**config.mk**
```make
export PLATFORM = sky130hd
export DESIGN_NAME = bs3_scan
export DESIGN_NICKNAME = d
export VERILOG_FILES = /design/src/rtl/bs3_pkg.sv /design/src/rtl/bs3_scan.sv
export SDC_FILE = /design/constraint.sdc
export NUM_CORES = 1
export LEC_CHECK = 0
export BUFFER_PORTS_ARGS = -buffer_cell sky130_fd_sc_hd__buf_2
export CAP_MARGIN = 20
export CORE_ASPECT_RATIO = 1.75
export CORE_UTILIZATION = 42
export CTS_CLUSTER_DIAMETER = 40
export DETAILED_ROUTE_END_ITERATION = 6
export GPL_ROUTABILITY_DRIVEN = 0
export GPL_TIMING_DRIVEN = 0
export PLACE_DENSITY = 0.65
export SLEW_MARGIN = 10
export SYNTH_ARGS = -nofsm -noshare
export SYNTH_HDL_FRONTEND = slang
export SYNTH_SLANG_ARGS = --single-unit
```
**constraint.sdc**
```tcl
create_clock -name clk -period 5.4 [get_ports clk]
set_input_delay 0.27 -clock clk [delete_from_list [all_inputs] [get_ports clk]]
set_output_delay 0.27 -clock clk [all_outputs]
set_load 0.02 [all_outputs]
```
**src/rtl/bs3_pkg.sv**
```systemverilog
// ----------------------------------------------------------------------------
// bs3_pkg
// Shared types, widths and helpers for the 3D box sum pooling block.
// ----------------------------------------------------------------------------
`default_nettype none

package bs3_pkg;

	localparam int VOXEL_W   = 8;
	localparam int SUM_W     = 20;
	localparam int IDX_W     = 18;
	localparam int SIZE_W    = 7;
	localparam int BOX_W     = 5;
	localparam int POS_W     = 6;
	localparam int OFF_W     = 4;
	localparam int ADDR_W    = 12;
	localparam int NBXY_W    = 13;
	localparam int CFG_IDX_W = 2;
	localparam int CFG_W     = 7;

	localparam int MAX_X   = 64;
	localparam int MAX_Y   = 64;
	localparam int MAX_Z   = 64;
	localparam int MAX_BOX = 16;
	localparam int ACC_DEPTH = MAX_X * MAX_Y;

	localparam int DIV_LANES  = 6;
	localparam int DIV_CNT_W  = $clog2(SIZE_W);
	localparam int OUTQ_DEPTH = 3;

	localparam logic [SIZE_W-1:0] RST_SIZE = SIZE_W'(64);
	localparam logic [BOX_W-1:0]  RST_BOX  = BOX_W'(2);

	typedef enum logic [CFG_IDX_W-1:0] {
		CFG_SIZE_X   = 2'd0,
		CFG_SIZE_Y   = 2'd1,
		CFG_SIZE_Z   = 2'd2,
		CFG_BOX_SIZE = 2'd3
	} cfg_idx_t;

	// geometry derived from the configuration registers
	typedef struct packed {
		logic [SIZE_W-1:0] sx;
		logic [SIZE_W-1:0] sy;
		logic [SIZE_W-1:0] sz;
		logic [BOX_W-1:0]  r;
		logic [SIZE_W-1:0] nbx;
		logic [SIZE_W-1:0] nby;
		logic [SIZE_W-1:0] nbz;
		logic [NBXY_W-1:0] nbxy;
		logic              run;
	} geo_t;

	// counter values recomputed by the setup pass
	typedef struct packed {
		logic              load;
		logic [POS_W-1:0]  bx;
		logic [POS_W-1:0]  by;
		logic [POS_W-1:0]  bz;
		logic [OFF_W-1:0]  ox;
		logic [OFF_W-1:0]  oy;
		logic [OFF_W-1:0]  oz;
		logic [ADDR_W-1:0] row_base;
		logic [IDX_W-1:0]  slab_base;
	} seed_t;

	typedef struct packed {
		logic [POS_W-1:0] x;
		logic [POS_W-1:0] y;
		logic [POS_W-1:0] z;
	} pos_t;

	// per-voxel accumulate request
	typedef struct packed {
		logic [VOXEL_W-1:0] voxel;
		logic [ADDR_W-1:0]  addr;
		logic [IDX_W-1:0]   idx;
		logic               first;
		logic               wr;
		logic               emit;
		logic               last;
	} req_t;

	typedef struct packed {
		logic [SUM_W-1:0] sum;
		logic [IDX_W-1:0] idx;
		logic             last;
	} res_t;

	function automatic logic [SIZE_W-1:0] clamp_size(input logic [SIZE_W-1:0] v,
		input logic [SIZE_W-1:0] hi);
		logic [SIZE_W-1:0] o;
		if (v == '0) begin
			o = SIZE_W'(1);
		end else if (v > hi) begin
			o = hi;
		end else begin
			o = v;
		end
		return o;
	endfunction

	function automatic logic [BOX_W-1:0] clamp_box(input logic [BOX_W-1:0] v);
		logic [BOX_W-1:0] o;
		if (v == '0) begin
			o = BOX_W'(1);
		end else if (v > BOX_W'(MAX_BOX)) begin
			o = BOX_W'(MAX_BOX);
		end else begin
			o = v;
		end
		return o;
	endfunction

endpackage

`default_nettype wire

```
**src/rtl/bs3_scan.sv**
```systemverilog
// ----------------------------------------------------------------------------
// bs3_scan
// Scan position, box and offset counters; forms the accumulate request of
// the voxel at the head of the input.
// ----------------------------------------------------------------------------
`default_nettype none

module bs3_scan (
	input  wire logic                        clk,
	input  wire logic                        arst_n,
	input  wire logic                        accept,
	input  wire logic [bs3_pkg::VOXEL_W-1:0] voxel,
	input  wire bs3_pkg::geo_t               geo,
	input  wire bs3_pkg::seed_t              seed,
	output bs3_pkg::pos_t                    pos,
	output bs3_pkg::req_t                    req
);

	logic [bs3_pkg::POS_W-1:0]  pos_x_q, pos_y_q, pos_z_q;
	logic [bs3_pkg::POS_W-1:0]  bx_q, by_q, bz_q;
	logic [bs3_pkg::OFF_W-1:0]  ox_q, oy_q, oz_q;
	logic [bs3_pkg::ADDR_W-1:0] row_base_q;
	logic [bs3_pkg::IDX_W-1:0]  slab_base_q;
	logic [bs3_pkg::OFF_W-1:0]  rm1;
	logic                       end_x, end_y, end_z;
	logic                       in_box;
	logic [bs3_pkg::ADDR_W-1:0] addr;

	assign rm1   = bs3_pkg::OFF_W'(geo.r - bs3_pkg::BOX_W'(1));
	assign end_x = (bs3_pkg::SIZE_W'(pos_x_q) + bs3_pkg::SIZE_W'(1)) >= geo.sx;
	assign end_y = (bs3_pkg::SIZE_W'(pos_y_q) + bs3_pkg::SIZE_W'(1)) >= geo.sy;
	assign end_z = (bs3_pkg::SIZE_W'(pos_z_q) + bs3_pkg::SIZE_W'(1)) >= geo.sz;

	assign in_box = (bs3_pkg::SIZE_W'(bx_q) < geo.nbx)
		&& (bs3_pkg::SIZE_W'(by_q) < geo.nby)
		&& (bs3_pkg::SIZE_W'(bz_q) < geo.nbz);
	assign addr = bs3_pkg::ADDR_W'(bx_q) + row_base_q;

	always_comb begin
		pos.x = pos_x_q;
		pos.y = pos_y_q;
		pos.z = pos_z_q;

		req.voxel = voxel;
		req.addr  = addr;
		req.idx   = bs3_pkg::IDX_W'(addr) + slab_base_q;
		req.first = (ox_q == '0) && (oy_q == '0) && (oz_q == '0);
		req.wr    = in_box;
		req.emit  = in_box && (ox_q == rm1) && (oy_q == rm1) && (oz_q == rm1);
		req.last  = (bs3_pkg::SIZE_W'(bx_q) == geo.nbx - bs3_pkg::SIZE_W'(1))
			&& (bs3_pkg::SIZE_W'(by_q) == geo.nby - bs3_pkg::SIZE_W'(1))
			&& (bs3_pkg::SIZE_W'(bz_q) == geo.nbz - bs3_pkg::SIZE_W'(1));
	end

	always_ff @(posedge clk or negedge arst_n) begin
		if (!arst_n) begin
			pos_x_q     <= '0;
			pos_y_q     <= '0;
			pos_z_q     <= '0;
			bx_q        <= '0;
			by_q        <= '0;
			bz_q        <= '0;
			ox_q        <= '0;
			oy_q        <= '0;
			oz_q        <= '0;
			row_base_q  <= '0;
			slab_base_q <= '0;
		end else if (seed.load) begin
			bx_q        <= seed.bx;
			by_q        <= seed.by;
			bz_q        <= seed.bz;
			ox_q        <= seed.ox;
			oy_q        <= seed.oy;
			oz_q        <= seed.oz;
			row_base_q  <= seed.row_base;
			slab_base_q <= seed.slab_base;
		end else if (accept) begin
			if (!end_x) begin
				pos_x_q <= pos_x_q + bs3_pkg::POS_W'(1);
				if (ox_q == rm1) begin
					ox_q <= '0;
					bx_q <= bx_q + bs3_pkg::POS_W'(1);
				end else begin
					ox_q <= ox_q + bs3_pkg::OFF_W'(1);
				end
			end else begin
				pos_x_q <= '0;
				ox_q    <= '0;
				bx_q    <= '0;
				if (!end_y) begin
					pos_y_q <= pos_y_q + bs3_pkg::POS_W'(1);
					if (oy_q == rm1) begin
						oy_q       <= '0;
						by_q       <= by_q + bs3_pkg::POS_W'(1);
						row_base_q <= row_base_q + bs3_pkg::ADDR_W'(geo.nbx);
					end else begin
						oy_q <= oy_q + bs3_pkg::OFF_W'(1);
					end
				end else begin
					pos_y_q    <= '0;
					oy_q       <= '0;
					by_q       <= '0;
					row_base_q <= '0;
					if (!end_z) begin
						pos_z_q <= pos_z_q + bs3_pkg::POS_W'(1);
						if (oz_q == rm1) begin
							oz_q        <= '0;
							bz_q        <= bz_q + bs3_pkg::POS_W'(1);
							slab_base_q <= slab_base_q + bs3_pkg::IDX_W'(geo.nbxy);
						end else begin
							oz_q <= oz_q + bs3_pkg::OFF_W'(1);
						end
					end else begin
						pos_z_q     <= '0;
						oz_q        <= '0;
						bz_q        <= '0;
						slab_base_q <= '0;
					end
				end
			end
		end
	end

endmodule

`default_nettype wire

```
==> impl_metrics.env <==
export IMPL_htreeDepth=3
export IMPL_wl_per_cell_um=17.95
export IMPL_worst_ir_drop_vdd_v=0.0006688
export IMPL_multi_input_area_um2=5375
export IMPL_avgSynthCellArea_um2=8.009
export IMPL_nets=1399
export IMPL_p_comb_share_pct=68.3
export IMPL_reg2reg_depth=12
export IMPL_worstPathRequired_ns=5.13
export IMPL_clockBufferDepth=2
export IMPL_cap_viol_max_count=0
export IMPL_die_x_um=105.1
export IMPL_critPathKind="reg2out"
export IMPL_clkTransAtPathRegs_ns=0.07
export IMPL_relSlewSlack_pct=41.15
export IMPL_dp_cells=1390
export IMPL_synth_cell_types=62
export IMPL_post_cts_resize_count=0
export IMPL_syn2layout_area_growth_pct=20.08
export IMPL_p_per_area_nw_per_um2=585.5
export IMPL_syn_area_um2=7809
export IMPL_hp_class="in2reg"
export IMPL_synth_seq_cells=78
export IMPL_cp_end_kind="output port"
export IMPL_first_iter_violations=595
export IMPL_track_usage_pct=26.56
export IMPL_cp_endpoint="req[21]"
export IMPL_dieHeight_um=182.4
export IMPL_slew_violations=0
export IMPL_post_cts_buffers=0
export IMPL_row_count=65
export IMPL_yosys_top_cells_area="dfrtp_1 25%, ha_1 15%, xnor2_1 5.9%, o21ai_0 5.4%, nand2_1 4.5%"
export IMPL_grt_max_degree=42
export IMPL_overflow=0
export IMPL_diodes=0
export IMPL_synthCells=975
export IMPL_fillers=1849
export IMPL_postRouteAntennaNets=0
export IMPL_timing_fmax_mhz=208.8
export IMPL_hold_viol=0
export IMPL_initial_utilization_pct=43.06
export IMPL_clock_skew_ns=0.009376
export IMPL_fin_ws_ns=0.6106
export IMPL_wl_mm=25.28
export IMPL_status="finished clean"
export IMPL_port_buffers=180
export IMPL_synth_edf_count=0
export IMPL_dr_total_vias=8027
export IMPL_drt_pass1_iterations=5
export IMPL_post_dp_hpwl_mm=20.57
export IMPL_drc=0
export IMPL_pin_count=193
export IMPL_synth_area_leader_cell="dfrtp_1"
export IMPL_coreArea_um2=18140
export IMPL_hold_buffers=1
export IMPL_viasPerCell=5.701
export IMPL_synthFlopType="dfrtp_1"
export IMPL_fin_crit_ns=4.789
export IMPL_worstSkewPairLatency_ns=0.35
export IMPL_seq_area_um2=1952
export IMPL_numCtsBuffers=9
export IMPL_grt_first_pass_wirelength_mm=39.27
export IMPL_timing_final_crit_share_pct=88.69
export IMPL_power_total_w=0.005490
export IMPL_synthArstFlopShare_pct=100.0
export IMPL_antenna_found_initial=0
export IMPL_p_sw_share_pct=51.52
export IMPL_synth_fp_nets=1205
export IMPL_critical_path_max_fanout=7
export IMPL_rsz0062_at_grt="no"
export IMPL_grt_pass1_vias=7730
export IMPL_crit_path_start_kind="register"
export IMPL_fin_util_pct=51.70
export IMPL_clock_sinks=78
export IMPL_tritoncts="done"
export IMPL_crit_start="bx_q[1]"
export IMPL_yosysTopAreaCellShare_pct=25.00
export IMPL_r2r_start="pos_y_q[0]"
export IMPL_reg2reg_slack_ns=1.70
export IMPL_internal_power_w=0.002661
export IMPL_p_clk_share_pct=12.5
export IMPL_rr_endpoint="bz_q[2]"
export IMPL_p_leak_nw=4.478
export IMPL_worst_slew_pin_slew_ns=0.8811
export IMPL_clockRootBuffer="clkbuf_16"
export IMPL_fin_tns_setup_ns=0
export IMPL_sequentialPowerShare_pct=19.2
export IMPL_finalSetupViolations=0
export IMPL_final_cells=1408
export IMPL_arrival_ns=4.52
export IMPL_drive_gt1_share_pct=19.68
export IMPL_ys_seq_area_share_pct=25.00
export IMPL_switching_power_w=0.002829
export IMPL_pre_cts_ws_ns=1.035
export IMPL_dieArea_um2=19160
export IMPL_yosys_warnings=0
[state kept, by name, indices dropped and copies added (netlist names)]
| register | flops |
|---|---|
| pos_z_q | 6 |
| oy_q | 4 |
| ox_q | 4 |
| oz_q | 4 |
| bz_q | 6 |
| pos_x_q | 6 |
| slab_base_q | 18 |
| bx_q | 6 |
| by_q | 6 |
| pos_y_q | 6 |
| row_base_q | 12 |
[worst min path at each step]
stage	from	to	slack (ns)	cells past startpoint
detailed placement	arst_n	pos_y_q[5]	0.29	1
CTS	seed[58]	bx_q[4]	0.13	3
finish	seed[58]	bx_q[4]	0.13	3
global placement	seed[58]	bx_q[4]	0.49	3
global route	seed[15]	slab_base_q[15]	0.14	3
floorplan	arst_n	bx_q[0]	-0.03	0
[stage by stage]
stage          cell area, um2  hold WS (ns)
2_1_floorplan            7809      -0.02559
3_3_place_gp             9002        0.4860
3_5_place_dp             9037        0.2936
4_1_cts                  9369        0.1278
5_1_grt                  9376        0.1415
6_report                 9376        0.1313
[critical path, stage by stage (launching register included)]
cell	delay, ns
dfrtp_1	0.48
ha_1	0.33
a21o_1	0.16
a21oi_1	0.19
nand2b_1	0.14
a21boi_0	0.10
o311ai_0	0.73
nor2_1	0.13
xor2_1	0.30
ha_1	0.35
and3_1	0.17
nand4_1	0.09
nand4_1	0.13
a31oi_1	0.43
nor2_1	0.10
xor2_1	0.15
buf_2	0.18
[layout make-up]
cell class | count | area share (%)
sequential | 78 | 20.82
buffer | 44 | 2.349
timing repair buffer | 183 | 10.11
clock buffer | 9 | 2.402
inverter | 71 | 2.842
clock inverter | 7 | 1.027
tap | 234 | 3.123
multi-input combinational | 782 | 57.33
[cells in the mapped netlist (16+ instances only)]
library cell / n
a21oi_1: 60
ha_1: 93
nand4_1: 16
dfrtp_1: 78
nand2_1: 93
nor3_1: 24
nand2b_1: 16
xnor2_1: 53
clkbuf_1: 21
inv_1: 71
o21ai_0: 84
nand3_1: 38
a21o_1: 19
xor2_1: 31
nor2_1: 61
[logic make-up (layout without fill, tap and decap cells)]
| logic type | Yosys count | after routing | synth area share, % |
|---|---|---|---|
| fa+ha+maj | 97 | 97 | 15.93 |
| compound gates | 277 | 277 | 22.16 |
| xor+xnor | 86 | 86 | 9.998 |
| buf+inv | 115 | 314 | 6.233 |
| simple gates | 320 | 320 | 20.40 |
| mux | 2 | 2 | 0.2884 |
| flops | 78 | 78 | 25.00 |
[cell usage in the layout, fill, tap and decap left out, types with 16 or more instances in the layout]
cell type  netlist  final
a21o_1          19     19
a21oi_1         60     60
buf_2            8    187
clkbuf_1        21     21
dfrtp_1         78     78
ha_1            93     93
inv_1           71     71
nand2_1         93     93
nand2b_1        16     16
nand3_1         38     38
nand4_1         16     16
nor2_1          61     61
nor3_1          24     24
o21ai_0         84     84
xnor2_1         53     53
xor2_1          31     31
[power groups by stage]
stage | registers (W) | logic (W) | clock network (W)
after floorplan | 0.00100 | 0.00267 | 0
after global placement | 0.00106 | 0.00368 | 0
after detailed placement | 0.00106 | 0.00372 | 0
after CTS | 0.00105 | 0.00375 | 0.000693
after global routing | 0.00108 | 0.00414 | 0.000712
final | 0.00105 | 0.00375 | 0.000686
[metal layers]
| layer | GRT usage [%] | routed length, um |
|---|---|---|
| met4 | 15.38 | 1395 |
| met3 | 4.429 | 1445 |
| met1 | 27.65 | 9372 |
| met5 | 0 | 0 |
| met2 | 49.62 | 13060 |
(Power assumes the default switching activity.)
