File: config.mk
export PLATFORM = sky130hd
export DESIGN_NAME = bs3_setup
export DESIGN_NICKNAME = d
export VERILOG_FILES = /design/src/rtl/bs3_pkg.sv /design/src/rtl/bs3_setup.sv
export SDC_FILE = /design/constraint.sdc
export NUM_CORES = 1
export LEC_CHECK = 0
export BUFFER_PORTS_ARGS = -buffer_cell sky130_fd_sc_hd__buf_2
export CAP_MARGIN = 25
export CORE_MARGIN = 3
export CORE_UTILIZATION = 50
export CTS_CLUSTER_DIAMETER = 80
export DETAILED_ROUTE_END_ITERATION = 6
export PLACE_DENSITY = 0.71
export SKIP_LAST_GASP = 1
export SLEW_MARGIN = 20
export SYNTH_ARGS = -nofsm -noshare
export SYNTH_HDL_FRONTEND = slang
export SYNTH_SLANG_ARGS = --single-unit
File: constraint.sdc
create_clock -name clk -period 11.7 [get_ports clk]
set_clock_uncertainty 0.2 [all_clocks]
set_input_delay 1.17 -clock clk [delete_from_list [all_inputs] [get_ports clk]]
set_output_delay 1.17 -clock clk [all_outputs]
set_load 0.01 [all_outputs]
File: src/rtl/bs3_pkg.sv
// ----------------------------------------------------------------------------
// bs3_pkg
// Shared types, widths and helpers for the 3D box sum pooling block.
// ----------------------------------------------------------------------------
`default_nettype none

package bs3_pkg;

	localparam int VOXEL_W   = 8;
	localparam int SUM_W     = 20;
	localparam int IDX_W     = 18;
	localparam int SIZE_W    = 7;
	localparam int BOX_W     = 5;
	localparam int POS_W     = 6;
	localparam int OFF_W     = 4;
	localparam int ADDR_W    = 12;
	localparam int NBXY_W    = 13;
	localparam int CFG_IDX_W = 2;
	localparam int CFG_W     = 7;

	localparam int MAX_X   = 64;
	localparam int MAX_Y   = 64;
	localparam int MAX_Z   = 64;
	localparam int MAX_BOX = 16;
	localparam int ACC_DEPTH = MAX_X * MAX_Y;

	localparam int DIV_LANES  = 6;
	localparam int DIV_CNT_W  = $clog2(SIZE_W);
	localparam int OUTQ_DEPTH = 3;

	localparam logic [SIZE_W-1:0] RST_SIZE = SIZE_W'(64);
	localparam logic [BOX_W-1:0]  RST_BOX  = BOX_W'(2);

	typedef enum logic [CFG_IDX_W-1:0] {
		CFG_SIZE_X   = 2'd0,
		CFG_SIZE_Y   = 2'd1,
		CFG_SIZE_Z   = 2'd2,
		CFG_BOX_SIZE = 2'd3
	} cfg_idx_t;

	// geometry derived from the configuration registers
	typedef struct packed {
		logic [SIZE_W-1:0] sx;
		logic [SIZE_W-1:0] sy;
		logic [SIZE_W-1:0] sz;
		logic [BOX_W-1:0]  r;
		logic [SIZE_W-1:0] nbx;
		logic [SIZE_W-1:0] nby;
		logic [SIZE_W-1:0] nbz;
		logic [NBXY_W-1:0] nbxy;
		logic              run;
	} geo_t;

	// counter values recomputed by the setup pass
	typedef struct packed {
		logic              load;
		logic [POS_W-1:0]  bx;
		logic [POS_W-1:0]  by;
		logic [POS_W-1:0]  bz;
		logic [OFF_W-1:0]  ox;
		logic [OFF_W-1:0]  oy;
		logic [OFF_W-1:0]  oz;
		logic [ADDR_W-1:0] row_base;
		logic [IDX_W-1:0]  slab_base;
	} seed_t;

	typedef struct packed {
		logic [POS_W-1:0] x;
		logic [POS_W-1:0] y;
		logic [POS_W-1:0] z;
	} pos_t;

	// per-voxel accumulate request
	typedef struct packed {
		logic [VOXEL_W-1:0] voxel;
		logic [ADDR_W-1:0]  addr;
		logic [IDX_W-1:0]   idx;
		logic               first;
		logic               wr;
		logic               emit;
		logic               last;
	} req_t;

	typedef struct packed {
		logic [SUM_W-1:0] sum;
		logic [IDX_W-1:0] idx;
		logic             last;
	} res_t;

	function automatic logic [SIZE_W-1:0] clamp_size(input logic [SIZE_W-1:0] v,
		input logic [SIZE_W-1:0] hi);
		logic [SIZE_W-1:0] o;
		if (v == '0) begin
			o = SIZE_W'(1);
		end else if (v > hi) begin
			o = hi;
		end else begin
			o = v;
		end
		return o;
	endfunction

	function automatic logic [BOX_W-1:0] clamp_box(input logic [BOX_W-1:0] v);
		logic [BOX_W-1:0] o;
		if (v == '0) begin
			o = BOX_W'(1);
		end else if (v > BOX_W'(MAX_BOX)) begin
			o = BOX_W'(MAX_BOX);
		end else begin
			o = v;
		end
		return o;
	endfunction

endpackage

`default_nettype wire

File: src/rtl/bs3_setup.sv
// ----------------------------------------------------------------------------
// bs3_setup
// Configuration registers and the setup pass: bit-serial division of the
// positions and extents by the box size, then the base products.
// ----------------------------------------------------------------------------
`default_nettype none

module bs3_setup (
	input  wire logic                          clk,
	input  wire logic                          arst_n,
	input  wire logic                          cfg_we,
	input  wire logic [bs3_pkg::CFG_IDX_W-1:0] cfg_index,
	input  wire logic [bs3_pkg::CFG_W-1:0]     cfg_data,
	input  wire bs3_pkg::pos_t                 pos,
	output bs3_pkg::geo_t                      geo,
	output bs3_pkg::seed_t                     seed
);

	typedef enum logic [2:0] {
		ST_LOAD,
		ST_DIV,
		ST_MUL,
		ST_SLAB,
		ST_RUN
	} state_t;

	state_t                            state_q;
	logic [bs3_pkg::SIZE_W-1:0]        size_x_q, size_y_q, size_z_q;
	logic [bs3_pkg::BOX_W-1:0]         box_size_q;
	logic [bs3_pkg::SIZE_W-1:0]        dv_q  [bs3_pkg::DIV_LANES];
	logic [bs3_pkg::OFF_W-1:0]         rem_q [bs3_pkg::DIV_LANES];
	logic [bs3_pkg::SIZE_W-1:0]        dv_d  [bs3_pkg::DIV_LANES];
	logic [bs3_pkg::OFF_W-1:0]         rem_d [bs3_pkg::DIV_LANES];
	logic [bs3_pkg::DIV_CNT_W-1:0]     cnt_q;
	logic [bs3_pkg::NBXY_W-1:0]        nbxy_q;
	logic [bs3_pkg::ADDR_W-1:0]        row_base_q;
	logic [bs3_pkg::SIZE_W-1:0]        sx, sy, sz;
	logic [bs3_pkg::BOX_W-1:0]         r;
	logic [2*bs3_pkg::SIZE_W-1:0]      prod_xy;
	logic [bs3_pkg::NBXY_W-1:0]        prod_row;
	logic [bs3_pkg::IDX_W:0]           prod_slab;

	assign sx = bs3_pkg::clamp_size(size_x_q, bs3_pkg::SIZE_W'(bs3_pkg::MAX_X));
	assign sy = bs3_pkg::clamp_size(size_y_q, bs3_pkg::SIZE_W'(bs3_pkg::MAX_Y));
	assign sz = bs3_pkg::clamp_size(size_z_q, bs3_pkg::SIZE_W'(bs3_pkg::MAX_Z));
	assign r  = bs3_pkg::clamp_box(box_size_q);

	// one restoring step per lane
	always_comb begin
		logic [bs3_pkg::BOX_W-1:0] t;
		logic                      ge;
		for (int i = 0; i < bs3_pkg::DIV_LANES; i++) begin
			t        = {rem_q[i], dv_q[i][bs3_pkg::SIZE_W-1]};
			ge       = (t >= r);
			rem_d[i] = ge ? bs3_pkg::OFF_W'(t - r) : t[bs3_pkg::OFF_W-1:0];
			dv_d[i]  = {dv_q[i][bs3_pkg::SIZE_W-2:0], ge};
		end
	end

	assign prod_xy   = (2*bs3_pkg::SIZE_W)'(dv_q[3]) * (2*bs3_pkg::SIZE_W)'(dv_q[4]);
	assign prod_row  = bs3_pkg::NBXY_W'(dv_q[1][bs3_pkg::POS_W-1:0])
		* bs3_pkg::NBXY_W'(dv_q[3]);
	assign prod_slab = (bs3_pkg::IDX_W+1)'(dv_q[2][bs3_pkg::POS_W-1:0])
		* (bs3_pkg::IDX_W+1)'(nbxy_q);

	always_ff @(posedge clk or negedge arst_n) begin
		if (!arst_n) begin
			state_q    <= ST_LOAD;
			size_x_q   <= bs3_pkg::RST_SIZE;
			size_y_q   <= bs3_pkg::RST_SIZE;
			size_z_q   <= bs3_pkg::RST_SIZE;
			box_size_q <= bs3_pkg::RST_BOX;
			cnt_q      <= '0;
		end else if (cfg_we) begin
			case (bs3_pkg::cfg_idx_t'(cfg_index))
				bs3_pkg::CFG_SIZE_X:   size_x_q   <= cfg_data;
				bs3_pkg::CFG_SIZE_Y:   size_y_q   <= cfg_data;
				bs3_pkg::CFG_SIZE_Z:   size_z_q   <= cfg_data;
				bs3_pkg::CFG_BOX_SIZE: box_size_q <= cfg_data[bs3_pkg::BOX_W-1:0];
				default: ;
			endcase
			state_q <= ST_LOAD;
		end else begin
			case (state_q)
				ST_LOAD: begin
					cnt_q   <= '0;
					state_q <= ST_DIV;
				end
				ST_DIV: begin
					cnt_q <= cnt_q + bs3_pkg::DIV_CNT_W'(1);
					if (cnt_q == bs3_pkg::DIV_CNT_W'(bs3_pkg::SIZE_W - 1)) begin
						state_q <= ST_MUL;
					end
				end
				ST_MUL:  state_q <= ST_SLAB;
				ST_SLAB: state_q <= ST_RUN;
				ST_RUN:  state_q <= ST_RUN;
				default: state_q <= ST_LOAD;
			endcase
		end
	end

	always_ff @(posedge clk) begin
		if (state_q == ST_LOAD) begin
			dv_q[0] <= bs3_pkg::SIZE_W'(pos.x);
			dv_q[1] <= bs3_pkg::SIZE_W'(pos.y);
			dv_q[2] <= bs3_pkg::SIZE_W'(pos.z);
			dv_q[3] <= sx;
			dv_q[4] <= sy;
			dv_q[5] <= sz;
			for (int i = 0; i < bs3_pkg::DIV_LANES; i++) begin
				rem_q[i] <= '0;
			end
		end else if (state_q == ST_DIV) begin
			for (int i = 0; i < bs3_pkg::DIV_LANES; i++) begin
				dv_q[i]  <= dv_d[i];
				rem_q[i] <= rem_d[i];
			end
		end
		if (state_q == ST_MUL) begin
			nbxy_q     <= prod_xy[bs3_pkg::NBXY_W-1:0];
			row_base_q <= prod_row[bs3_pkg::ADDR_W-1:0];
		end
	end

	always_comb begin
		geo.sx   = sx;
		geo.sy   = sy;
		geo.sz   = sz;
		geo.r    = r;
		geo.nbx  = dv_q[3];
		geo.nby  = dv_q[4];
		geo.nbz  = dv_q[5];
		geo.nbxy = nbxy_q;
		geo.run  = (state_q == ST_RUN);

		seed.load      = (state_q == ST_SLAB) && !cfg_we;
		seed.bx        = dv_q[0][bs3_pkg::POS_W-1:0];
		seed.by        = dv_q[1][bs3_pkg::POS_W-1:0];
		seed.bz        = dv_q[2][bs3_pkg::POS_W-1:0];
		seed.ox        = rem_q[0];
		seed.oy        = rem_q[1];
		seed.oz        = rem_q[2];
		seed.row_base  = row_base_q;
		seed.slab_base = prod_slab[bs3_pkg::IDX_W-1:0];
	end

endmodule

`default_nettype wire

==> reports/metrics.cfg, run 1 <==
[cells_and_area]
fin_nets=1442
layout-drive-gt1-share_pct=20.6
mostFrequentLayoutCells=buf_2, inv_1, and2_1
utilization_pct=56.4
layout_commonest_cell=buf_2
n_antenna_cell=0
fill_cells=2045
syn_to_final_growth_pct=9.96

[setup_path]
startpoint_type=flop
r2r_cells=12
crit_type=flop to output pin
timing.critical_path.to_type=output pin
reg2reg_from=dv_q[0][25]
worst-endpoint-required_ns=10.33
cp-startpoint=dv_q[0][19]
crit_fanout=15
arrival_ns=4.41

[die]
start_util_pct=51.3
die_w_um=159
die_h_um=159
rows=55
pin_count=152
coreArea_sq_um=22800
die-area_sq_um=25300

[clock_network]
clk_latency_ns=0.43
clock_sinks=123
cts_setup_buffers=0
cts_buffer_depth=2
cts_resized=0
hold_buffers=0
cts_tree=built
cts.reportedPaths.clkPinSlew_ns=0.05
h-tree-depth=4
cts_root_buf=clkbuf_16
numCtsBuffers=17

[synthesis]
synth_warnings=0
synth-main-ff-cell=edfxtp_1
synthDistinctLibCells=56
avgSynthCellArea_sq_um=10.4
synth_edf_count=91
ys_async_sr_fraction_pct=26.0
ys_ff_latch=123
synth_cells=1128
syn-num-nets=1359
ys_seq_area_share_pct=30.2
syn_area_sq_um=11700

[global_routing]
grt_pass1_vias=8230
grt_max_degree=87
antenna_found_initial=0
grt_pass1_wl_um=41500
overflow=0
grt_usage_pct=19.9

[timing]
finalHoldViolations=0
report.final.slew_viol_count=0
slew-limit-headroom_pct=32.9
timing.final.crit_share_pct=49.4
rsz0062_at_grt=no
tightest_slew_ns=1.01
whs_ns=0.317
fmax_mhz=173
period_needed_ns=5.78
finalSetupViolations=0
setup_tns_ns=0

[power_and_ir_drop]
ir_drop_v=0.000187
p_leak_uw=0.00626
powerDensity_nw_per_um2=259

[place]
place_congestion=0.827
port_buffers=151
place_hpwl_um=18300

[detailed_routing]
drtPass1Iterations=5
drt_iter0_markers=431
post_drt_via_cell_ratio=5.23
drt_drc_violations_left=0
detail-route-antenna-nets=0
routed_wirelength_um=24600
vias=8035
wl_per_cell_um=16.0

[min_path]
min_path_type=flop to flop
min_from=size_y_q[0]
min_path_cells=1

[status]
status=finished, final reports clean

[flow_run]
drv_cap=0

path summary, 6_finish.rpt:
| kind | end | slack [ns] |
|---|---|---|
| setup / recovery | seed[16] | 5.92 |
| setup reg to reg | nbxy_q[12] | 6.83 |
| max in group asynchronous | box_size_q[3] | 10.24 |
| hold reg to reg | size_y_q[0] | 0.32 |
| min in group asynchronous | size_x_q[5] | 0.59 |
| hold / removal | size_y_q[0] | 0.32 |
cells in the mapped netlist, types with 2 or more instances:
cell type  number  area share [%]
inv_1         124             4.0
and2_1        122             6.5
ha_1          108              12
nand2_1       101             3.2
fa_1           93              16
edfxtp_1       91              23
buf_4          56             3.6
mux2_2         49             4.7
nor2_1         38             1.2
a21oi_1        37             1.6
xnor2_1        33             2.5
dfrtp_1        28             6.0
nor2b_1        28             1.5
mux2i_1        24             2.0
nand2b_1       24             1.3
clkbuf_1       21            0.67
o21ai_0        18            0.77
a21o_1         14            0.90
o21a_1         14            0.90
nor3_1         13            0.55
mux2_4         11             1.4
nand3b_1        9            0.58
xor2_1          9            0.67
a211oi_1        7            0.45
nand3_1         7            0.30
clkbuf_2        6            0.26
buf_6           4            0.38
dfstp_2         4            0.90
and3_1          3            0.16
a311oi_1        2            0.15
a31oi_1         2            0.11
buf_2           2           0.085
nand4_1         2            0.11
o41ai_2         2            0.28
sequential cells by signal, indices dropped and copies added (netlist names):
name / cells
size_y_q: 7
size_x_q: 7
rem_q: 24
dv_q: 42
size_z_q: 7
cnt_q: 3
row_base_q: 12
box_size_q: 5
state_q: 3
nbxy_q: 13
power breakdown:
part	switching [uW]	internal (uW)	leakage (uW)
Clock	193	331	0.000297
Sequential	145	632	0.00136
Combinational	1100	944	0.00460
Total	1440	1910	0.00626
cells by family after synthesis:
family / share of synthesized area (%)
AO/OA/AOI/OAI: 5.96
XOR/XNOR: 3.14
adder cells (fa/ha/maj): 27.4
buffers and inverters: 9.12
flip-flops: 30.2
multiplexers: 8.16
AND/OR/NAND/NOR: 16.0
cell type report:
class / count / area [sq um] / area share (%)
Clock buffer: 28 / 571 / 4.42
Sequential cell: 123 / 3540 / 27.4
Tap cell: 313 / 392 / 3.04
Multi-Input combinational cell: 791 / 7130 / 55.3
Clock inverter: 4 / 22.5 / 0.175
Inverter: 124 / 465 / 3.61
Timing Repair Buffer: 154 / 778 / 6.03
stage by stage:
| stage | instance area, sq um | worst slack (ns) | cells | power, uW |
|---|---|---|---|---|
| finish | 12900 | 5.92 | 1537 | 3340 |
| global route | 12900 | 5.69 | 1537 | 3690 |
| CTS | 12900 | 5.86 | 1537 | 3380 |
| global placement | 12300 | 6.38 | 1505 | 2780 |
| floorplan | 11700 | 6.64 | 1128 | 2390 |
| detailed placement | 12300 | 6.29 | 1505 | 2830 |
worst max-delay path, stage by stage (launching register included):
cell       delay, ns
edfxtp_1        0.57
and2_1          0.24
fa_1            0.51
fa_1            0.55
inv_1           0.06
fa_1            0.52
inv_1           0.04
ha_1            0.35
a21o_1          0.19
a2bb2oi_1       0.30
nor3_1          0.11
or2_1           0.25
o211ai_1        0.17
buf_2           0.15
routing by layer:
layer	wire, um	GRT usage (%)	up-vias
li1	-	-	3848
met1	11500	27.5	3955
met2	11700	32.9	213
met3	1220	3.90	19
met4	238	4.42	0
met5	0	0	-
Note: power is estimated with default switching activity, not from simulation.
==> inputs of run 2 (changes only) <==
PLACE_DENSITY = 0.73   (was 0.71)
clock period = 4.7 ns   (was 11.7 ns; I/O delays follow)
==> reports/metrics.cfg, run 2 (synthesis results as in run 1) <==
[power_and_ir_drop]
combPwrFrac_pct=67.2
p_switching_uw=4060
clkPwrFrac_pct=13.5
swShare_pct=43.2
p_leak_uw=0.00656
p_seq_share_pct=19.2
powerDensity_nw_per_um2=688
ir_drop_v=0.000649
p_int_uw=5330

[setup_path]
crit_type=flop to output pin
slowest_stage=fa_1
cp_common_cell=fa_1
crit_fanout=6
worst-endpoint-required_ns=4.03
cp_top_family=adder cells
crit_buf_inv=3
arrival_ns=4.17
cp_cell_sequence=and2_4 > fa_1 > fa_1 > inv_1 > fa_1 > inv_2 > ha_4 > a21o_1 > a2bb2oi_4 > o21ai_1 > a21oi_1 > xnor2_1 > buf_2
cpPeakStageDelay_ns=0.54
timing.critical_path.to_type=output pin
startpoint_type=flop

[cells_and_area]
largestRegisters=dv_q: 42 flops, rem_q: 24 flops, nbxy_q: 13 flops
layout-drive-gt1-share_pct=28.6
fill_cells=1919
fin_nets=1499
multi_input_area_sq_um=7410
layout_commonest_cell=buf_2
n_antenna_cell=0
utilization_pct=59.7
regMostFlops=dv_q
area.sequential_sq_um=3540
largest_reg_flops=42
final_area_sq_um=13600
syn_to_final_growth_pct=16.3
mostFrequentLayoutCells=buf_2, inv_1, and2_1

[status]
status=finished, violations left
violations=setup timing

[place]
port_buffers=151
place_hpwl_um=18600
place_congestion=0.844
place_area_sq_um=12500

[die]
die_h_um=159
start_util_pct=51.3
coreArea_sq_um=22800
rows=55
die-area_sq_um=25300
pin_count=152
die_w_um=159

[clock_network]
clock_sinks=123
numCtsBuffers=17
cts.reportedPaths.clkPinSlew_ns=0.06
cts_root_buf=clkbuf_16
cts_tree=built
clk_latency_ns=0.42
cts_buffer_depth=2
h-tree-depth=4

[detailed_routing]
wl_per_cell_um=16.4
drtPass1Iterations=5
drt_drc_violations_left=0
detail-route-antenna-nets=0
post_drt_via_cell_ratio=5.25
drt_iter0_markers=513
vias=8369
routed_wirelength_um=26200

[timing]
rsz0062_at_grt=yes
slew-limit-headroom_pct=36.2
report.final.slew_viol_count=0
tightest_slew_ns=0.956
finalSetupViolations=7
fmax_mhz=206
period_needed_ns=4.84
finalHoldViolations=0
layout_setup_ws_ns=-0.143
timing.final.crit_share_pct=103

[flow_run]
drv_cap=0

[min_path]
min_path_type=input port to flop

[global_routing]
grt_usage_pct=20.5
grt_max_degree=70
antenna_found_initial=0
grt_pass1_wl_um=42700
overflow=0
grt_pass1_vias=8565

==> run 2: changes by cell type in the layout (fill, tap and decap cells not counted), sizes merged <==
cell	delta
buf	+56
inv	+5
clkbuf	-9
dlygate4sd3	+1
clkinvlp	+3
clkinv	+1
==> run 2: timing repair <==
action                                  CTS  global route
endpoints found under the setup margin   10            10
setup buffers                            26            10
hold endpoints to repair                 28             0
pin swaps                                38            39
gates resized for setup                  45            30
hold buffers                              1             0
==> run 2: final timing paths <==
check / from / to / slack (ns) / depth (start not counted)
max in group asynchronous: arst_n / cnt_q[0] / 3.41 / 2
hold / removal: cfg_we / state_q[0] / 0.13 / 2
hold reg to reg: size_x_q[0] / size_x_q[0] / 0.31 / 1
min in group asynchronous: arst_n / size_y_q[3] / 0.44 / 2
setup / recovery: dv_q[0][19] / seed[14] / -0.14 / 13
setup reg to reg: dv_q[0][24] / nbxy_q[11] / 0.26 / 14
==> run 2: area by class of cell <==
class | instances | share of cell area, %
clock buffers | 19 | 3.49
clock inverters | 13 | 0.743
inverters | 124 | 3.41
multi-input cells | 791 | 54.3
flip-flops and latches | 123 | 25.9
well taps | 313 | 2.87
repair buffers | 211 | 9.19
==> run 2: metrics by stage <==
step,cells,TNS [ns],hold slack [ns],total power [uW],setup WS (ns)
2_1_floorplan,1128,0,-0.0256,5940,0.250
3_3_place_gp,1525,0,0.293,6970,0.202
3_5_place_dp,1525,0,0.301,7090,0.0974
4_1_cts,1584,-0.143,0.111,9020,-0.0842
5_1_grt,1594,-1.65,0.134,10200,-0.273
6_report,1594,-0.544,0.130,9390,-0.143
==> run 2: per-layer routing <==
| metal | vias to the layer above | global-route usage (%) | wire [um] |
|---|---|---|---|
| met2 | 225 | 35.1 | 12800 |
| met3 | 44 | 4.01 | 1410 |
| met1 | 4140 | 26.6 | 11500 |
| li1 | 3960 | - | - |
| met5 | - | 0 | 0 |
| met4 | 0 | 5.57 | 440 |
==> run 2: power groups by stage <==
stage / Combinational (uW) / Clock [uW] / Sequential (uW)
5_1_grt: 7040 / 1340 / 1840
3_3_place_gp: 5150 / 0 / 1820
6_report: 6310 / 1270 / 1810
3_5_place_dp: 5260 / 0 / 1830
2_1_floorplan: 4190 / 0 / 1740
4_1_cts: 5920 / 1300 / 1800
