**config.mk**
```make
export PLATFORM = sky130hd
export DESIGN_NAME = bs3_outq
export DESIGN_NICKNAME = d
export VERILOG_FILES = /design/src/rtl/bs3_pkg.sv /design/src/rtl/bs3_outq.sv
export SDC_FILE = /design/constraint.sdc
export NUM_CORES = 1
export LEC_CHECK = 0
export ABC_CLOCK_PERIOD_IN_PS = 6550
export BUFFER_PORTS_ARGS = -buffer_cell sky130_fd_sc_hd__buf_2
export CAP_MARGIN = 20
export CORE_MARGIN = 1.5
export CORE_UTILIZATION = 30
export DETAILED_ROUTE_END_ITERATION = 10
export GPL_TIMING_DRIVEN = 0
export PLACE_DENSITY = 0.58
export SLEW_MARGIN = 0
export SYNTH_ARGS = -nofsm -noshare
export SYNTH_HDL_FRONTEND = slang
export SYNTH_SLANG_ARGS = --single-unit
export TNS_END_PERCENT = 1
```
**constraint.sdc**
```tcl
create_clock -name clk -period 6.55 [get_ports clk]
set_input_delay 0.9825 -clock clk [delete_from_list [all_inputs] [get_ports clk]]
set_output_delay 0.9825 -clock clk [all_outputs]
set_load 0.01 [all_outputs]
```
**src/rtl/bs3_pkg.sv**
```systemverilog
// ----------------------------------------------------------------------------
// bs3_pkg
// Shared types, widths and helpers for the 3D box sum pooling block.
// ----------------------------------------------------------------------------
`default_nettype none

package bs3_pkg;

	localparam int VOXEL_W   = 8;
	localparam int SUM_W     = 20;
	localparam int IDX_W     = 18;
	localparam int SIZE_W    = 7;
	localparam int BOX_W     = 5;
	localparam int POS_W     = 6;
	localparam int OFF_W     = 4;
	localparam int ADDR_W    = 12;
	localparam int NBXY_W    = 13;
	localparam int CFG_IDX_W = 2;
	localparam int CFG_W     = 7;

	localparam int MAX_X   = 64;
	localparam int MAX_Y   = 64;
	localparam int MAX_Z   = 64;
	localparam int MAX_BOX = 16;
	localparam int ACC_DEPTH = MAX_X * MAX_Y;

	localparam int DIV_LANES  = 6;
	localparam int DIV_CNT_W  = $clog2(SIZE_W);
	localparam int OUTQ_DEPTH = 3;

	localparam logic [SIZE_W-1:0] RST_SIZE = SIZE_W'(64);
	localparam logic [BOX_W-1:0]  RST_BOX  = BOX_W'(2);

	typedef enum logic [CFG_IDX_W-1:0] {
		CFG_SIZE_X   = 2'd0,
		CFG_SIZE_Y   = 2'd1,
		CFG_SIZE_Z   = 2'd2,
		CFG_BOX_SIZE = 2'd3
	} cfg_idx_t;

	// geometry derived from the configuration registers
	typedef struct packed {
		logic [SIZE_W-1:0] sx;
		logic [SIZE_W-1:0] sy;
		logic [SIZE_W-1:0] sz;
		logic [BOX_W-1:0]  r;
		logic [SIZE_W-1:0] nbx;
		logic [SIZE_W-1:0] nby;
		logic [SIZE_W-1:0] nbz;
		logic [NBXY_W-1:0] nbxy;
		logic              run;
	} geo_t;

	// counter values recomputed by the setup pass
	typedef struct packed {
		logic              load;
		logic [POS_W-1:0]  bx;
		logic [POS_W-1:0]  by;
		logic [POS_W-1:0]  bz;
		logic [OFF_W-1:0]  ox;
		logic [OFF_W-1:0]  oy;
		logic [OFF_W-1:0]  oz;
		logic [ADDR_W-1:0] row_base;
		logic [IDX_W-1:0]  slab_base;
	} seed_t;

	typedef struct packed {
		logic [POS_W-1:0] x;
		logic [POS_W-1:0] y;
		logic [POS_W-1:0] z;
	} pos_t;

	// per-voxel accumulate request
	typedef struct packed {
		logic [VOXEL_W-1:0] voxel;
		logic [ADDR_W-1:0]  addr;
		logic [IDX_W-1:0]   idx;
		logic               first;
		logic               wr;
		logic               emit;
		logic               last;
	} req_t;

	typedef struct packed {
		logic [SUM_W-1:0] sum;
		logic [IDX_W-1:0] idx;
		logic             last;
	} res_t;

	function automatic logic [SIZE_W-1:0] clamp_size(input logic [SIZE_W-1:0] v,
		input logic [SIZE_W-1:0] hi);
		logic [SIZE_W-1:0] o;
		if (v == '0) begin
			o = SIZE_W'(1);
		end else if (v > hi) begin
			o = hi;
		end else begin
			o = v;
		end
		return o;
	endfunction

	function automatic logic [BOX_W-1:0] clamp_box(input logic [BOX_W-1:0] v);
		logic [BOX_W-1:0] o;
		if (v == '0) begin
			o = BOX_W'(1);
		end else if (v > BOX_W'(MAX_BOX)) begin
			o = BOX_W'(MAX_BOX);
		end else begin
			o = v;
		end
		return o;
	endfunction

endpackage

`default_nettype wire

```
**src/rtl/bs3_outq.sv**
```systemverilog
// ----------------------------------------------------------------------------
// bs3_outq
// Three-entry result queue between the accumulator and the output port.
// ----------------------------------------------------------------------------
`default_nettype none

module bs3_outq (
	input  wire logic          clk,
	input  wire logic          arst_n,
	input  wire logic          push,
	input  wire bs3_pkg::res_t din,
	input  wire logic          pop,
	output logic [1:0]         count,
	output bs3_pkg::res_t      dout
);

	bs3_pkg::res_t slot_q [bs3_pkg::OUTQ_DEPTH];
	logic [1:0]    wr_ptr_q, rd_ptr_q, count_q;

	function automatic logic [1:0] ptr_inc(input logic [1:0] p);
		return (p == 2'(bs3_pkg::OUTQ_DEPTH - 1)) ? 2'd0 : p + 2'd1;
	endfunction

	assign count = count_q;
	assign dout  = slot_q[rd_ptr_q];

	always_ff @(posedge clk or negedge arst_n) begin
		if (!arst_n) begin
			wr_ptr_q <= '0;
			rd_ptr_q <= '0;
			count_q  <= '0;
		end else begin
			if (push) begin
				wr_ptr_q <= ptr_inc(wr_ptr_q);
			end
			if (pop) begin
				rd_ptr_q <= ptr_inc(rd_ptr_q);
			end
			count_q <= count_q + 2'(push) - 2'(pop);
		end
	end

	always_ff @(posedge clk) begin
		if (push) begin
			slot_q[wr_ptr_q] <= din;
		end
	end

endmodule

`default_nettype wire

```
==> results of run 1 <==
-- through the flow --
step	util, %	cells	worst slack, ns	TNS, ns	hold slack, ns
global placement	35.1	543	-0.396	-28.57	0.495
CTS	39.2	584	3.96	0	0.372
detailed placement	35.9	552	4.13	0	0.573
floorplan	-	272	2.15	0	0.486
global route	39.2	584	3.86	0	0.385
finish	39.2	584	4.04	0	0.393
-- flip-flops by register name, indices dropped and copies added, names as in the netlist --
register  count
rd_ptr_q      2
wr_ptr_q      2
slot_q      117
count         2
-- cells in the mapped netlist (all sizes together) --
master,number
mux2i,41
nand2b,2
xnor2,2
buf,14
ha,2
nor3b,2
dfrtp,6
a21o,1
edfxtp,117
nor2,1
o21ai,40
inv,4
nand2,40
-- worst register-to-register path, stage by stage (launching register included) --
cell	delay (ns)
dfrtp_1	0.44
nor3b_2	0.53
buf_6	0.25
buf_6	0.18
-- final cells by class --
class / count / area (um2) / share of cell area (%)
flip-flops and latches: 123 / 3660 / 61.5
multi-input cells: 131 / 871 / 14.6
repair buffers: 92 / 526 / 8.82
clock buffers: 28 / 477 / 8.00
well taps: 188 / 235 / 3.95
plain buffers: 14 / 150 / 2.52
clock inverters: 4 / 20.0 / 0.336
inverters: 4 / 15.0 / 0.252
-- logic make-up (layout without fill, tap and decap cells) --
kind of cell	count (synthesis)	after routing
AO/OA/AOI/OAI	41	41
XOR/XNOR	2	2
adder cells (fa/ha/maj)	2	2
buffers and inverters	18	142
flip-flops	123	123
multiplexers	41	41
AND/OR/NAND/NOR	45	45
-- layer usage --
layer	routed length, um	GRT usage [%]	vias up
li1	-	-	1253
met1	3980	14.6	1260
met2	4810	20.7	61
met3	472	4.26	16
met4	209	6.54	0
met5	0	0	-
-- power by group through the flow --
stage / registers (W) / logic [W] / clock network (W)
global route: 0.00102 / 0.000555 / 0.000844
global placement: 0.00104 / 0.000481 / 0
CTS: 0.00102 / 0.000520 / 0.000812
floorplan: 0.00103 / 0.000295 / 0
detailed placement: 0.00103 / 0.000519 / 0
finish: 0.00102 / 0.000499 / 0.000787
-- worst paths after layout --
| path | start | end | slack [ns] |
|---|---|---|---|
| setup / recovery | rd_ptr_q[1]$_DFFE_PN0P_ | dout[34] | 4.04 |
| hold / removal | arst_n | count[0]$_DFF_PN0_ | 0.39 |
| setup reg to reg | wr_ptr_q[1]$_DFFE_PN0P_ | slot_q[0][15]$_DFFE_PP_ | 4.84 |
| hold reg to reg | wr_ptr_q[0]$_DFFE_PN0P_ | wr_ptr_q[0]$_DFFE_PN0P_ | 0.58 |
| max in group asynchronous | arst_n | rd_ptr_q[0]$_DFFE_PN0P_ | 6.00 |
| min in group clk | wr_ptr_q[0]$_DFFE_PN0P_ | wr_ptr_q[0]$_DFFE_PN0P_ | 0.58 |
==> impl_metrics.env, run 1 <==
export IMPL_status="finished, final reports clean"
export IMPL_worst_slew_pin_slew_ns=0.686
export IMPL_clk_path_buf_depth=2
export IMPL_synth_area_top_cells="edfxtp_1, mux2i_1, o21ai_1"
export IMPL_yosys_warnings=0
export IMPL_grt_pass1_vias=2708
export IMPL_crit_chain="buf_4 -> buf_6 -> buf_4 -> nand2_1 -> o21ai_1 -> buf_2"
export IMPL_rows=45
export IMPL_die_height_um=128
export IMPL_min_period_ns=2.51
export IMPL_htree_num_levels=4
export IMPL_setup_viol=0
export IMPL_dp_final_hpwl_mm=6.24
export IMPL_internal_power_w=0.00168
export IMPL_drc=0
export IMPL_synthCells=272
export IMPL_hold_viol=0
export IMPL_wl_per_cell_um=16.2
export IMPL_ys_ff_latch=123
export IMPL_grt_use_total_pct=12.6
export IMPL_worst_setup_path_start_kind="flip-flop"
export IMPL_total_power_w=0.00230
export IMPL_swShare_pct=26.8
export IMPL_crit_family="buffers and inverters"
export IMPL_critPathSlowestCell="dfrtp_1"
export IMPL_grt_pass1_wl_mm=14.6
export IMPL_synth_area_mm2=0.00468
export IMPL_ff2ff_path_depth=3
export IMPL_dieArea_mm2=0.0164
export IMPL_clock_fmax_mhz=398
export IMPL_synth_top_area_share_pct=75.0
export IMPL_ctsHoldBuffers=0
export IMPL_vias=2590
export IMPL_critPathMaxStageDelay_ns=0.35
export IMPL_clkPwrFrac_pct=34.2
export IMPL_path_clk_slew_ns=0.05
export IMPL_viasPerCell=4.43
export IMPL_slew_headroom_pct=54.2
export IMPL_grt_antenna_before_repair=0
export IMPL_diodes=0
export IMPL_powerDensity_mw_per_mm2=386
export IMPL_synth_compound_area_share_pct=4.68
export IMPL_die_width_um=128
export IMPL_cts_sinks=123
export IMPL_start_util_pct=30.8
export IMPL_n_fill_cell=1433
export IMPL_finalCritPeriodShare_pct=38.3
export IMPL_crit_type="reg -> out"
export IMPL_final_max_slew_viol_count=0
export IMPL_cts_made_buffers=17
export IMPL_gp_congestion=0.660
export IMPL_post_cts_buffers=0
export IMPL_p_leak_nw=2.27
export IMPL_crit_buf_inv=4
export IMPL_crit_required_ns=5.57
export IMPL_synth_simple_area_share_pct=3.87
export IMPL_placed_area_mm2=0.00546
export IMPL_final_common_cell="edfxtp_1"
export IMPL_mappedNetlistNets=317
export IMPL_synth_area_per_cell_um2=17.2
export IMPL_critPathMaxFanout=10
export IMPL_num_nets_final=428
export IMPL_pwr_share_comb_pct=21.7
export IMPL_clock_skew_ns=0.00879
export IMPL_root_buffer="clkbuf_16"
export IMPL_cts_tree="done"
export IMPL_rsz0062_at_grt="false"
export IMPL_power_frac_seq_pct=44.1
export IMPL_grt_max_degree=22
export IMPL_final_area_mm2=0.00596
export IMPL_ant_nets=0
export IMPL_synth_top_area_cell="edfxtp_1"
export IMPL_cap_violations=0
export IMPL_crit_top_cell="buf_4"
export IMPL_hold_path_class="in -> async"
export IMPL_io_pins=84
export IMPL_synthMuxAreaShare_pct=8.77
export IMPL_gr_total_overflow=0
export IMPL_synth_top_family_by_area="multiplexers"
export IMPL_drive_gt1_share_pct=34.1
export IMPL_yosys_area_share_xor_xnor_pct=0.374
export IMPL_ys_types=18
export IMPL_drt_iter0_drc=124
export IMPL_cp_depth=6
export IMPL_layout_common_cells="edfxtp_1, buf_2, mux2i_1"
export IMPL_ir_drop_mv=0.175
export IMPL_critical_path_arrival_ns=1.53
export IMPL_p_switching_w=0.000618
export IMPL_firstDrtPassIters=4
export IMPL_cts_repair_resized=0
export IMPL_areaGrowthSynthToFinish_pct=27.2
export IMPL_routed_wl_mm=9.47
export IMPL_synth_fa_ha_area_share_pct=0.534
export IMPL_ys_seq_area_share_pct=78.2
export IMPL_core_area_mm2=0.0152
export IMPL_end_kind="output port"
export IMPL_portBuffers=83
export IMPL_clk_latency_ns=0.41
Note: power is estimated with default switching activity, not from simulation.
==> run 2, diff against run 1 <==
--- a/config.mk
+++ b/config.mk
@@ -5,7 +5,7 @@
 export SDC_FILE = /design/constraint.sdc
 export NUM_CORES = 1
 export LEC_CHECK = 0
-export ABC_CLOCK_PERIOD_IN_PS = 6550
+export ABC_CLOCK_PERIOD_IN_PS = 2600
 export BUFFER_PORTS_ARGS = -buffer_cell sky130_fd_sc_hd__buf_2
 export CAP_MARGIN = 20
 export CORE_MARGIN = 1.5
==> constraint.sdc (replaced) <==
create_clock -name clk -period 2.6 [get_ports clk]
set_input_delay 0.39 -clock clk [delete_from_list [all_inputs] [get_ports clk]]
set_output_delay 0.39 -clock clk [all_outputs]
set_load 0.01 [all_outputs]
==> run 2 against run 1 <==
  * Wire length is 0.34% higher
  * Utilization is 0.77 points higher
  * Hold slack lost 0.20 ns
  * Largest cell class unchanged
  * Clock power grew to 3.0 times the previous value
  * Final cell count down 0.17%
  * Critical path type unchanged
==> impl_metrics.env, run 2 (synthesis gave the netlist of run 1 again) <==
export IMPL_firstDrtPassIters=4
export IMPL_final_max_slew_viol_count=0
export IMPL_placed_area_mm2=0.00547
export IMPL_largest_reg_flops=117
export IMPL_setup_viol=0
export IMPL_diodes=0
export IMPL_grt_use_total_pct=12.6
export IMPL_ant_nets=0
export IMPL_root_buffer="clkbuf_16"
export IMPL_layout_common_cells="edfxtp_1, buf_2, mux2i_1"
export IMPL_gp_congestion=0.615
export IMPL_cts_sinks=123
export IMPL_n_fill_cell=1451
export IMPL_crit_top_cell="buf_4"
export IMPL_drc=0
export IMPL_drt_iter0_drc=124
export IMPL_portBuffers=83
export IMPL_critPathMaxStageDelay_ns=0.32
export IMPL_final_common_cell="edfxtp_1"
export IMPL_crit_required_ns=2.21
export IMPL_dieArea_mm2=0.0164
export IMPL_path_clk_slew_ns=0.05
export IMPL_gr_total_overflow=0
export IMPL_start_util_pct=30.8
export IMPL_fin_ws_ns=0.680
export IMPL_powerDensity_mw_per_mm2=1020
export IMPL_clk_path_buf_depth=2
export IMPL_p_leak_nw=2.31
export IMPL_viasPerCell=4.45
export IMPL_crit_start="rd_ptr_q[1]$_DFFE_PN0P_"
export IMPL_worst_slew_pin_slew_ns=0.828
export IMPL_min_period_ns=1.92
export IMPL_htree_num_levels=4
export IMPL_core_area_mm2=0.0152
export IMPL_critPathMaxFanout=10
export IMPL_routed_wl_mm=9.50
export IMPL_cts_made_buffers=17
export IMPL_rr_startpoint="wr_ptr_q[0]$_DFFE_PN0P_"
export IMPL_layout_area_seq_mm2=0.00366
export IMPL_cts_tree="done"
export IMPL_io_pins=84
export IMPL_drive_gt1_share_pct=33.9
export IMPL_slew_headroom_pct=44.8
export IMPL_rsz0062_at_grt="false"
export IMPL_worst_setup_path_start_kind="flip-flop"
export IMPL_finalCritPeriodShare_pct=73.8
export IMPL_crit_chain="buf_4 -> buf_6 -> buf_4 -> nand2_1 -> o21ai_1 -> buf_2"
export IMPL_clk_latency_ns=0.40
export IMPL_status="finished, final reports clean"
export IMPL_top_register="slot_q"
export IMPL_cap_violations=0
export IMPL_grt_max_degree=23
export IMPL_multi_input_area_um2=877
export IMPL_hold_viol=0
export IMPL_num_nets_final=427
export IMPL_crit_type="reg -> out"
export IMPL_clock_fmax_mhz=521
export IMPL_final_area_mm2=0.00607
export IMPL_pre_cts_ws_ns=0.696
export IMPL_cts_repair_resized=0
export IMPL_rows=45
export IMPL_grt_pass1_vias=2722
export IMPL_dp_final_hpwl_mm=6.24
export IMPL_wl_per_cell_um=16.3
export IMPL_areaGrowthSynthToFinish_pct=29.7
export IMPL_die_height_um=128
export IMPL_critical_path_arrival_ns=1.53
export IMPL_die_width_um=128
export IMPL_ir_drop_mv=0.542
export IMPL_hold_path_class="in -> reg"
export IMPL_vias=2597
export IMPL_clock_skew_ns=0.00766
export IMPL_grt_antenna_before_repair=0
export IMPL_min_delay_start="din[28]"
export IMPL_grt_pass1_wl_mm=14.7
export IMPL_critPathSlowestCell="dfrtp_1"
export IMPL_end_kind="output port"
==> run 2: changes by cell type in the layout (fill, tap and decap cells not counted), sizes merged <==
| cell | previous run | this run |
|---|---|---|
| clkbuf | 28 | 22 |
| clkinv | 4 | 5 |
| dlygate4sd3 | 0 | 1 |
| buf | 106 | 104 |
| bufinv | 0 | 4 |
| clkinvlp | 0 | 1 |
==> run 2: worst paths after layout <==
path                                           end  slack (ns)  depth (start not counted)
setup reg to reg           slot_q[1][10]$_DFFE_PP_        0.79                          3
min in group asynchronous  rd_ptr_q[0]$_DFFE_PN0P_        0.34                          2
hold reg to reg                 count[1]$_DFF_PN0_        0.62                          2
max in group asynchronous  rd_ptr_q[1]$_DFFE_PN0P_        2.09                          2
hold / removal             slot_q[0][28]$_DFFE_PP_        0.19                          1
setup / recovery                          dout[23]        0.68                          6
==> run 2: metal layers <==
metal | wire length (um) | GRT usage [%] | vias to the layer above
met5 | 0 | 0 | -
met4 | 111 | 4.76 | 0
met3 | 411 | 4.72 | 8
met2 | 4880 | 21.4 | 58
met1 | 4100 | 14.4 | 1288
li1 | - | - | 1243
==> run 2: final cells by class <==
type	count	share of cell area, %
flip-flops and latches	123	60.3
multi-input cells	131	14.4
repair buffers	91	8.90
clock buffers	22	7.31
well taps	188	3.87
plain buffers	14	2.47
clock inverters	10	2.43
inverters	4	0.247
==> run 2: power by group <==
part | leakage, nW | internal (W) | switching, W
registers | 1.15 | 0.00248 | 0.0000779
logic | 0.874 | 0.000535 | 0.000740
clock network | 0.282 | 0.00159 | 0.000764
total | 2.31 | 0.00460 | 0.00158
==> run 2: critical path: cells and delay by family, from the launching register on <==
family                 cells  cell delay (ns)
AND/OR/NAND/NOR            1             0.07
AO/OA/AOI/OAI              1             0.08
flip-flops                 1             0.32
buffers and inverters      4             0.67
==> run 2: metrics by stage <==
| step | util (%) | std cells | TNS [ns] | power [W] | hold slack, ns |
|---|---|---|---|---|---|
| after floorplan | - | 272 | -47.10 | 0.00335 | 0.0944 |
| after global placement | 35.1 | 543 | -255.59 | 0.00383 | 0.218 |
| after detailed placement | 36.0 | 550 | 0 | 0.00392 | 0.235 |
| after CTS | 40.0 | 583 | 0 | 0.00630 | 0.163 |
| after global routing | 40.0 | 583 | 0 | 0.00650 | 0.166 |
| final | 40.0 | 583 | 0 | 0.00619 | 0.190 |
==> run 2: timing repair <==
action	in CTS	in global routing
hold buffers	1	0
buffers inserted	0	0
endpoints found under the hold margin	6	0
==> run 3, diff against run 2 <==
--- a/config.mk
+++ b/config.mk
@@ -5,14 +5,15 @@
 export SDC_FILE = /design/constraint.sdc
 export NUM_CORES = 1
 export LEC_CHECK = 0
-export ABC_CLOCK_PERIOD_IN_PS = 2600
+export ABC_AREA = 1
+export ABC_CLOCK_PERIOD_IN_PS = 1630
 export BUFFER_PORTS_ARGS = -buffer_cell sky130_fd_sc_hd__buf_2
 export CAP_MARGIN = 20
 export CORE_MARGIN = 1.5
 export CORE_UTILIZATION = 30
 export DETAILED_ROUTE_END_ITERATION = 10
 export GPL_TIMING_DRIVEN = 0
-export PLACE_DENSITY = 0.58
+export PLACE_DENSITY = 0.6
 export SLEW_MARGIN = 0
 export SYNTH_ARGS = -nofsm -noshare
 export SYNTH_HDL_FRONTEND = slang
==> constraint.sdc (replaced) <==
create_clock -name clk -period 1.63 [get_ports clk]
set_input_delay 0.2445 -clock clk [delete_from_list [all_inputs] [get_ports clk]]
set_output_delay 0.2445 -clock clk [all_outputs]
set_load 0.01 [all_outputs]
==> run 3 against run 2 <==
  * The run now ends with negative setup slack left
  * Non-clock buffer count up 6
  * Combinational power rose to 3.6 times the previous value
  * Total power up 100%
  * Count of clock-buffer cells in the layout down 4
  * Worst setup slack worse by 0.88 ns
  * Die area down 2.0%
  * Critical path depth unchanged
  * Register-to-register slack worse by 0.74 ns
  * Clock skew down 0.0027 ns
==> impl_metrics.env, run 3 <==
export IMPL_final_common_cell="edfxtp_1"
export IMPL_fin_ws_ns=-0.197
export IMPL_clk_path_buf_depth=2
export IMPL_crit_chain="nor2_4 -> buf_8 -> buf_8 -> nand2_4 -> nand3_4 -> buf_6"
export IMPL_firstDrtPassIters=4
export IMPL_yosysMostFrequentCell="edfxtp_1"
export IMPL_htree_num_levels=4
export IMPL_top_register="slot_q"
export IMPL_num_nets_final=484
export IMPL_yosys_warnings=0
export IMPL_grt_pass1_vias=2842
export IMPL_synth_top_area_cell="edfxtp_1"
export IMPL_p_leak_nw=2.61
export IMPL_ys_types=14
export IMPL_grt_busiest_layer="met2"
export IMPL_diodes=0
export IMPL_crit_type="reg -> out"
export IMPL_synth_commonest_cells="edfxtp_1, nand2_1, nand3_1, inv_1, buf_2"
export IMPL_drc=0
export IMPL_critical_path_arrival_ns=1.58
export IMPL_grt_antenna_before_repair=0
export IMPL_hold_viol=0
export IMPL_io_pins=84
export IMPL_n_fill_cell=1349
export IMPL_critPathMaxFanout=6
export IMPL_synth_area_mm2=0.00459
export IMPL_critPathMaxStageDelay_ns=0.45
export IMPL_violations="negative setup slack"
export IMPL_core_area_mm2=0.0151
export IMPL_die_width_um=127
export IMPL_synthCells=326
export IMPL_dp_final_hpwl_mm=6.25
export IMPL_critPathSlowestCell="dfrtp_2"
export IMPL_cts_made_buffers=17
export IMPL_crit_required_ns=1.39
export IMPL_portBuffers=83
export IMPL_gr_total_overflow=0
export IMPL_setup_viol=39
export IMPL_ys_ff_latch=123
export IMPL_start_util_pct=30.4
export IMPL_synth_area_per_cell_um2=14.1
export IMPL_root_buffer="clkbuf_16"
export IMPL_end_kind="output port"
export IMPL_finalCritPeriodShare_pct=112
export IMPL_crit_top_cell="buf_8"
export IMPL_synth_top_area_share_pct=76.6
export IMPL_grt_max_degree=24
export IMPL_vias=2922
export IMPL_mappedNetlistNets=371
export IMPL_dieArea_mm2=0.0160
export IMPL_viasPerCell=4.57
export IMPL_pre_cts_ws_ns=-0.0289
export IMPL_rows=45
export IMPL_crit_buf_inv=3
export IMPL_powerDensity_mw_per_mm2=1900
export IMPL_clock_skew_ns=0.00493
export IMPL_ant_nets=0
export IMPL_utilization_pct=43.8
export IMPL_clock_fmax_mhz=547
export IMPL_layout_area_seq_mm2=0.00367
export IMPL_synth_edf_count=117
export IMPL_clk_latency_ns=0.41
export IMPL_final_max_slew_viol_count=0
export IMPL_synthArstFlopShare_pct=4.88
export IMPL_rsz0062_at_grt="true"
export IMPL_ir_drop_mv=0.820
export IMPL_synth_area_top_cells="edfxtp_1, nand3_1, nand2_1"
export IMPL_synthFlopType="edfxtp_1"
export IMPL_layout_common_cells="edfxtp_1, nand2_1, buf_2"
export IMPL_status="finished, violations left"
export IMPL_crit_family="flip-flops"
export IMPL_routed_wl_mm=10.6
export IMPL_min_period_ns=1.83
export IMPL_grt_pass1_wl_mm=15.8
export IMPL_multi_input_area_mm2=0.00108
export IMPL_drive_gt1_share_pct=46.8
export IMPL_met3_usage_pct=4.26
export IMPL_path_clk_slew_ns=0.05
export IMPL_largest_reg_flops=117
export IMPL_die_height_um=127
export IMPL_cts_tree="done"
export IMPL_cap_violations=0
export IMPL_grt_util_met1_pct=15.6
export IMPL_worst_slew_pin_slew_ns=0.584
export IMPL_worst_setup_path_start_kind="flip-flop"
export IMPL_final_area_mm2=0.00660
export IMPL_areaGrowthSynthToFinish_pct=44.0
export IMPL_slew_headroom_pct=61.0
export IMPL_cts_sinks=123
export IMPL_grt_use_total_pct=13.8
export IMPL_gp_congestion=0.662
export IMPL_placed_area_mm2=0.00531
export IMPL_ys_seq_area_share_pct=79.9
export IMPL_drt_iter0_drc=127
export IMPL_hold_path_class="in -> reg"
export IMPL_wl_per_cell_um=16.6
export IMPL_grtUsageMet2_pct=24.5
==> run 3: cell types whose count changed in the layout (fill, tap and decap cells not counted), moves of 4 or more <==
cell	change
o21ai_1	-36
inv_1	+4
clkbuf_1	-4
clkinvlp_4	+4
nand2_2	+29
buf_6	+29
nand3_1	+48
buf_4	+4
nand3_2	+32
buf_2	-35
mux2i_1	-41
nand2_1	+13
buf_8	+4
==> run 3: cells by family after synthesis <==
group                      share of synthesized area, %
DFF                                                79.9
and+or+nand+nor                                    16.1
AOI/OAI and AO/OA                                 0.436
adders and majority gates                         0.545
buffers and inverters                              3.03
==> run 3: worst paths after layout <==
check,depth (start not counted),slack [ns],start,to
hold reg to reg,2,0.60,wr_ptr_q[0]$_DFFE_PN0P_,wr_ptr_q[0]$_DFFE_PN0P_
min in group asynchronous,2,0.19,arst_n,count[0]$_DFF_PN0_
setup reg to reg,4,0.05,wr_ptr_q[0]$_DFFE_PN0P_,slot_q[2][14]$_DFFE_PP_
hold / removal,1,0.04,din[10],slot_q[2][10]$_DFFE_PP_
setup / recovery,6,-0.20,rd_ptr_q[0]$_DFFE_PN0P_,dout[38]
max in group asynchronous,2,1.27,arst_n,rd_ptr_q[0]$_DFFE_PN0P_
==> run 3: cell type report <==
type | count | area share (%)
plain buffers | 16 | 2.35
clock buffers | 18 | 6.50
clock inverters | 13 | 2.31
flip-flops and latches | 123 | 55.5
repair buffers | 95 | 12.8
well taps | 188 | 3.56
inverters | 11 | 0.682
multi-input cells | 175 | 16.3
==> run 3: repair_timing <==
| action | 4_1_cts | 5_1_grt |
|---|---|---|
| resized for setup | 57 | 82 |
| endpoints found under the setup margin | 64 | 85 |
| setup buffers | 3 | 1 |
| hold endpoints to repair | 6 | 0 |
| hold buffers | 1 | 0 |
| cloned | 3 | 1 |
| pin swaps | 1 | 1 |
==> run 3: layer usage <==
metal | part of all wire [%] | routed length, um
met1 | 41 | 4360
met2 | 53 | 5630
met3 | 4.2 | 448
met4 | 1.6 | 168
met5 | 0 | 0
==> run 3: power by group <==
| group | switching [W] | internal [W] | total [W] |
|---|---|---|---|
| logic | 0.00244 | 0.00219 | 0.00464 |
| clock network | 0.00128 | 0.00237 | 0.00365 |
| registers | 0.000176 | 0.00407 | 0.00425 |
| total | 0.00390 | 0.00863 | 0.0125 |
==> run 3: through the flow <==
stage,hold slack (ns),total power (W),TNS [ns],instances
after floorplan,-0.0511,0.00596,-8.05,326
after global placement,0.0766,0.00719,-67.36,597
after detailed placement,0.0828,0.00733,-0.626,600
after CTS,0.0152,0.0118,-6.07,637
after global routing,0.0186,0.0132,-10.33,639
final,0.0361,0.0125,-6.35,639
